## src/sv/int_list_store_with_search_macros.svh

```systemverilog
// ----------------------------------------------------------------------------
// Assertion macros for the list store
// Implication checks sampled on the rising clock, off while in reset.
// ----------------------------------------------------------------------------
`ifndef INT_LIST_STORE_WITH_SEARCH_MACROS_SVH
`define INT_LIST_STORE_WITH_SEARCH_MACROS_SVH

// same-cycle implication
`define ILSS_ASSERT_IMPLY(label, clk, rst_n, lhs, rhs) \
  label: assert property (@(posedge clk) disable iff (!rst_n) (lhs) |-> (rhs)) \
    else $error("assertion failed");

// next-cycle implication
`define ILSS_ASSERT_NEXT(label, clk, rst_n, lhs, rhs) \
  label: assert property (@(posedge clk) disable iff (!rst_n) (lhs) |=> (rhs)) \
    else $error("assertion failed");

`endif

```

## src/sv/ilss_pkg.sv

```systemverilog
// ----------------------------------------------------------------------------
// ilss_pkg
// Sizes, operation codes and status codes of the list store.
// ----------------------------------------------------------------------------
`timescale 1ns / 1ps
`default_nettype none

package ilss_pkg;

  localparam int CAPACITY = 256;
  localparam int PTR_W    = $clog2(CAPACITY);
  localparam int CNT_W    = $clog2(CAPACITY + 1);
  localparam int DATA_W   = 32;

  typedef enum logic [1:0] {
    MODE_APPEND  = 2'd0,
    MODE_PREPEND = 2'd1,
    MODE_READ    = 2'd2,
    MODE_SEARCH  = 2'd3
  } mode_t;

  typedef enum logic [1:0] {
    STAT_OK        = 2'd0,
    STAT_NOT_FOUND = 2'd1,
    STAT_FULL      = 2'd2
  } status_t;

endpackage

`default_nettype wire

```

## src/sv/ilss_slot.sv

```systemverilog
// ----------------------------------------------------------------------------
// ilss_slot
// Ring address: front pointer plus list position, wrapped at capacity.
// ----------------------------------------------------------------------------
`timescale 1ns / 1ps
`default_nettype none

module ilss_slot (
  input  wire logic [ilss_pkg::PTR_W-1:0] front,
  input  wire logic [ilss_pkg::PTR_W-1:0] pos,
  output logic      [ilss_pkg::PTR_W-1:0] slot
);
  import ilss_pkg::*;

  logic [PTR_W:0] sum;
  logic [PTR_W:0] wrapped;

  always_comb begin
    sum     = {1'b0, front} + {1'b0, pos};
    wrapped = sum - (PTR_W+1)'(CAPACITY);
    if (sum >= (PTR_W+1)'(CAPACITY)) begin
      slot = wrapped[PTR_W-1:0];
    end else begin
      slot = sum[PTR_W-1:0];
    end
  end

endmodule

`default_nettype wire
```

## config.mk

```make
export PLATFORM = sky130hd
export DESIGN_NAME = ilss_slot
export DESIGN_NICKNAME = d
export VERILOG_FILES = /design/src/sv/int_list_store_with_search_macros.svh /design/src/sv/ilss_pkg.sv /design/src/sv/ilss_slot.sv
export SDC_FILE = /design/constraint.sdc
export NUM_CORES = 1
export LEC_CHECK = 0
export ABC_AREA = 1
export ABC_CLOCK_PERIOD_IN_PS = 1300
export BUFFER_PORTS_ARGS = -buffer_cell sky130_fd_sc_hd__buf_2
export CORE_AREA = 2 2 39 41
export DETAILED_ROUTE_END_ITERATION = 10
export DIE_AREA = 0 0 41 43
export PLACE_DENSITY = 0.64
export SLEW_MARGIN = 5
export SYNTH_ARGS = -nofsm -noshare
export SYNTH_HDL_FRONTEND = slang
export SYNTH_SLANG_ARGS = --single-unit
export TNS_END_PERCENT = 100
```

## constraint.sdc

```tcl
create_clock -name vclk -period 1.3
set_clock_uncertainty 0.1 [all_clocks]
set_input_delay 0.195 -clock vclk [all_inputs]
set_output_delay 0.195 -clock vclk [all_outputs]
set_load 0.01 [all_outputs]
```

==> results of run 1 <==
## tightest hold or removal path: stages
cell   delay [ps]
buf_6          70
ha_4          100
buf_2         110
## routing by layer
layer / vias up / part of all wire [%]
met5: - / 0
met3: 0 / 4.5
li1: 246 / -
met1: 203 / 37
met4: 0 / 0
met2: 12 / 58
## Yosys cell counts
cell      instances
xnor2_1           3
nor2_1            3
nand3_1           5
nand3b_1          1
nand2_2           1
clkinv_1          1
inv_1            12
or2_1             2
nand2_1          21
fa_1              1
ha_1              7
xnor2_4           1
a21oi_1           2
## cells by family after synthesis
| logic type | synth area share, % |
|---|---|
| xor gates and xnor gates | 14.88 |
| adders and majority gates | 29.76 |
| and+or+nand+nor | 39.10 |
| AOI/OAI and AO/OA | 2.768 |
| buffers and inverters | 13.49 |
## power by group through the flow
stage	Combinational (W)	Clock, W	Sequential [W]
2_1_floorplan	0.000177	0	0
3_3_place_gp	0.000285	0	0
5_1_grt	0.000413	0	0
6_report	0.000375	0	0
4_1_cts	0.000350	0	0
3_5_place_dp	0.000291	0	0
## how the worst max path moves through the flow
stage | end | slack [ps] | cells after the start
after floorplan | slot[6] | -100 | 10
after global placement | slot[6] | -360 | 12
after detailed placement | slot[6] | -370 | 12
after CTS | slot[6] | -280 | 12
after global routing | slot[4] | -350 | 10
final | slot[6] | -280 | 12
## area by class of cell
type	instances	area, um2
repair buffers	31	207.7
well taps	16	20.02
fillers	132	643.1
multi-input cells	47	464.2
inverters	13	48.80
## metrics by stage
stage / TNS (ps) / instances / worst slack, ps / util (%)
2_1_floorplan: -188.2 / 60 / -96.28 / -
3_3_place_gp: -1591 / 106 / -356.3 / 43.31
3_5_place_dp: -1632 / 106 / -370.0 / 43.31
4_1_cts: -1147 / 107 / -282.5 / 50.90
5_1_grt: -1575 / 107 / -354.8 / 53.53
6_report: -1153 / 107 / -278.5 / 53.53
## timing repair
action / in CTS / in global routing
pin swaps: 17 / 8
buffers inserted: 1 / 0
endpoints found under the hold margin: 0 / 0
endpoints found under the setup margin: 7 / 7
resized for setup: 17 / 10
==> run summary, run 1 <==
register area - 0 um2
Layout area overhead - 104.8%
ANT cells - 0
CP top delay family - adder cells
drt initial violations - 2
WP buf/inv - 4
Layout clock buffers - 0
routed via count - 461
Critical Path Fanout Max - 2
largest cells by area after synthesis - ha_1 24%, nand2_1 22%, inv_1 12%
crit end category - output pin
tightest hold margin - 577.6 ps
Hold Fails Final Rpt - 0
most common cell after layout, fill and taps aside - buf_2
vias per cell - 4.308
static leakage - 0.3882 nW
Final Cycle Share - 121.4%
syn_nets - 84
Post-Syn Instances - 60
endpoints failing setup - 7
pwr/cell area - 506.8 nW/um2
syn_area_per_cell - 6.027 um2
die area - 1763 um2
CP required - 1000 ps
Synth Warn # - 0
hold crit path type - input pin to output pin
crit path launch type - input pin
seq_cells - 0
GRT busiest layer - met2
critical path arrival - 1280 ps
all-layer global routing usage - 11.30%
Slew HR - 87.82%
fraction of layout cells with a size suffix above 1 - 65.93%
crit-path max cell delay - 340 ps
initial core utilization - 26.13%
max_cap viols - 0
DIE HEIGHT - 43 um
worst vdd ir - 225.6 uV
largest net degree at the start of global routing - 5
CORE AREA - 1384 um2
vias in the first global route - 433
RSZ-0062 raised after global routing - true
first-pass detailed-route iteration total - 2
Worst Tran Pin Value - 182.6 ps
worst setup path class - input pin to output pin
cell repeated most along the worst path - nand2_2
Psw - 0.0001728 W
Row Count - 14
Routed WL per cell - 8.972 um
Seq pwr share - 0%
Comb power frac - 100.0%
first-pass GRT wire length - 1.518 mm
most frequent cells in the layout - 19 x buf_2, 12 x nand2_1, 9 x inv_1, 9 x nand2_2, 7 x buf_4
P_int - 0.0002025 W
Post-CTS Hold Fix Bufs - 0
Hold Path End - slot[0]
Final Max Slew Viols - 0
Ports - 24
Design Area, Final - 740.7 um2
fin nets - 117
gr ovfl total - 0
outcome - finished with violations
Final min period - 1579 ps
Residual DRC - 0
Routed Antenna Nets - 0
routed wire length - 960 um
Synth cell types - 13
Worst Setup SP - pos[0]
post-DP HPWL - 753 um
Clk pwr share - 0%
Design Power - 0.0003754 W
met3 usage in global routing - 0%
Die X - 41 um
Max Freq - 633.5 MHz
Routability Congestion - 0.7642
Cell Chain, Critical Path - buf_8 -> ha_4 -> inv_2 -> fa_2 -> inv_2 -> nand2_2 -> nand2_2 -> nand3_2 -> nand2_1 -> nand2_1 -> nand2_2 -> buf_6
sw frac - 46.04%
M2 GR Usage - 21.88%
Synth area leader - ha_1
worst hold start - front[0]
slowest stage cell, crit path - fa_2
top-area cell type share of the netlist area - 24.22%
I/O Buffers - 24
fin worst setup slack - -278.5 ps
antenna violations before repair - 0
post-synthesis sequential area ratio - 0%
violated checks - negative setup slack
hold path depth - 3
Post-DP Area - 599.3 um2
post-synthesis cell area - 361.6 um2
grt met1 use - 13.65%
Note: power is estimated with default switching activity, not from simulation.
==> run 2, diff against run 1 <==
- ABC_CLOCK_PERIOD_IN_PS: 1300 -> 1700
- PLACE_DENSITY: 0.64 -> 0.62
- clock period: 1.3 -> 1.7 ns (I/O delays scaled with it)
==> run 2 against run 1 <==
  * Setup slack improved by 300 ps
  * Sequential cell count unchanged
  * Count of clock-buffer cells in the layout unchanged
  * Design area decreased by 20%
  * Largest power group unchanged
  * Final cell count decreased by 3.7%
  * Wire length decreased by 5.9%
  * The flow now finishes without violations
  * Critical path depth decreased by 2
  * Highest routed layer unchanged
  * Die area unchanged
==> run summary, run 2 (synthesized netlist as in run 1, its figures left out) <==
Post-CTS Hold Fix Bufs - 0 (unchanged)
Routability Congestion - 0.6833 (-11%)
Routed WL per cell - 8.767 um (-2.3%)
vias per cell - 4.340 (+0.73%)
filler instances - 154 (+17%)
Routed Antenna Nets - 0 (unchanged)
fin nets - 113 (-3.4%)
outcome - completed
Max Freq - 595.7 MHz
pwr/cell area - 360.4 nW/um2 (-29%)
Layout clock buffers - 0 (unchanged)
crit-path max cell delay - 330 ps (about the same)
footprint of the multi-input gates - 371.6 um2 (-20%)
Row Count - 14 (unchanged)
CORE AREA - 1384 um2 (unchanged)
Critical Path Fanout Max - 2 (unchanged)
most common cell after layout, fill and taps aside - buf_2
Final Cycle Share - 98.74%
seq_cells - 0 (unchanged)
Die X - 41 um (unchanged)
hold crit path type - input pin to output pin
Cell Chain, Critical Path - buf_6 -> ha_4 -> inv_2 -> fa_2 -> inv_2 -> nand2_2 -> nand2_2 -> nand2_1 -> xnor2_1 -> buf_2
endpoints failing setup - 0 (-7)
RSZ-0062 raised after global routing - true
Placed Cells - 103 (-2.8%)
most frequent cells in the layout - 22 x buf_2, 19 x nand2_1, 10 x inv_1, 4 x ha_1
critical path arrival - 1320 ps (+40 ps)
hold path depth - 3 (unchanged)
post-DP HPWL - 704.5 um (-6.4%)
crit path launch type - input pin
Final min period - 1679 ps
die area - 1763 um2 (unchanged)
I/O Buffers - 24 (unchanged)
DIE HEIGHT - 43 um (unchanged)
routed wire length - 903 um (-5.9%)
ANT cells - 0 (unchanged)
first-pass detailed-route iteration total - 4 (+2)
Hold Fails Final Rpt - 0 (unchanged)
gr ovfl total - 0 (unchanged)
drt initial violations - 8 (+6)
first-pass GRT wire length - 1.407 mm (-7.3%)
slowest stage cell, crit path - fa_2
Finished Layout Cells - 103 (-3.7%)
routed via count - 447 (-3.0%)
Design Power - 0.0002147 W (-43%)
max_cap viols - 0 (unchanged)
vias in the first global route - 376 (-13%)
worst vdd ir - 159.0 uV (-30%)
Final Max Slew Viols - 0 (unchanged)
worst setup path class - input pin to output pin
Post-DP Area - 524.3 um2 (-13%)
static leakage - 0.3411 nW (-12%)
Residual DRC - 0 (unchanged)
CP required - 1340 ps (+340 ps)
Worst Tran Pin Value - 170.0 ps (-12.64 ps)
Ports - 24 (unchanged)
Design Area, Final - 595.6 um2 (-20%)
all-layer global routing usage - 10.52% (-0.78 points)
antenna violations before repair - 0 (unchanged)
largest net degree at the start of global routing - 6 (+1)
initial core utilization - 26.13% (unchanged)
crit end category - output pin
WP buf/inv - 4 (unchanged)
WP depth - 10 (-2)
Slew HR - 88.67% (+0.84 points)
fraction of layout cells with a size suffix above 1 - 45.98% (-20 points)
register area - 0 um2 (unchanged)
Layout area overhead - 64.71%
CP top delay family - adder cells
[run 2: cell count changes in the layout (fill, tap and decap cells not counted), sizes merged]
cell and change:
buf -4
[run 2: worst min-delay path, stage by stage]
cell	delay, ps
buf_6	70
ha_4	100
buf_2	110
[run 2: final timing paths]
path,start,to
worst max-delay path,pos[0],slot[4]
worst min-delay path,front[0],slot[0]
[run 2: cell type report]
| type | instances | area share (%) |
|---|---|---|
| repair buffers | 27 | 26.05 |
| well taps | 16 | 3.361 |
| multi-input cells | 47 | 62.39 |
| inverters | 13 | 8.193 |
[run 2: what timing repair did]
action	CTS	global route
pin swaps	4	2
buffers inserted	0	0
endpoints found under the setup margin	3	4
resized for setup	9	5
[run 2: power breakdown]
group	leakage, nW	switching, W	internal, W	total (W)
clock network	0	0	0	0
registers	0	0	0	0
logic	0.341	0.000109	0.000106	0.000215
[run 2: per-layer routing]
| layer | vias to the layer above | GRT usage (%) | share of wire (%) |
|---|---|---|---|
| li1 | 236 | - | - |
| met1 | 194 | 14.38 | 39 |
| met2 | 17 | 18.75 | 54 |
| met3 | 0 | 0 | 6.6 |
| met4 | 0 | 0 | 0 |
| met5 | - | 0 | 0 |
[run 2: per-stage QoR]
| step | setup TNS [ps] | hold WS [ps] | util (%) | worst slack (ps) |
|---|---|---|---|---|
| 6_report | 0 | 700.1 | 43.04 | 21.40 |
| 2_1_floorplan | 0 | 550.1 | - | 69.34 |
| 3_5_place_dp | -226.4 | 713.1 | 37.88 | -117.8 |
| 4_1_cts | -72.94 | 702.4 | 40.51 | -47.93 |
| 5_1_grt | -294.4 | 719.4 | 43.04 | -80.80 |
| 3_3_place_gp | -184.3 | 704.6 | 37.88 | -95.42 |
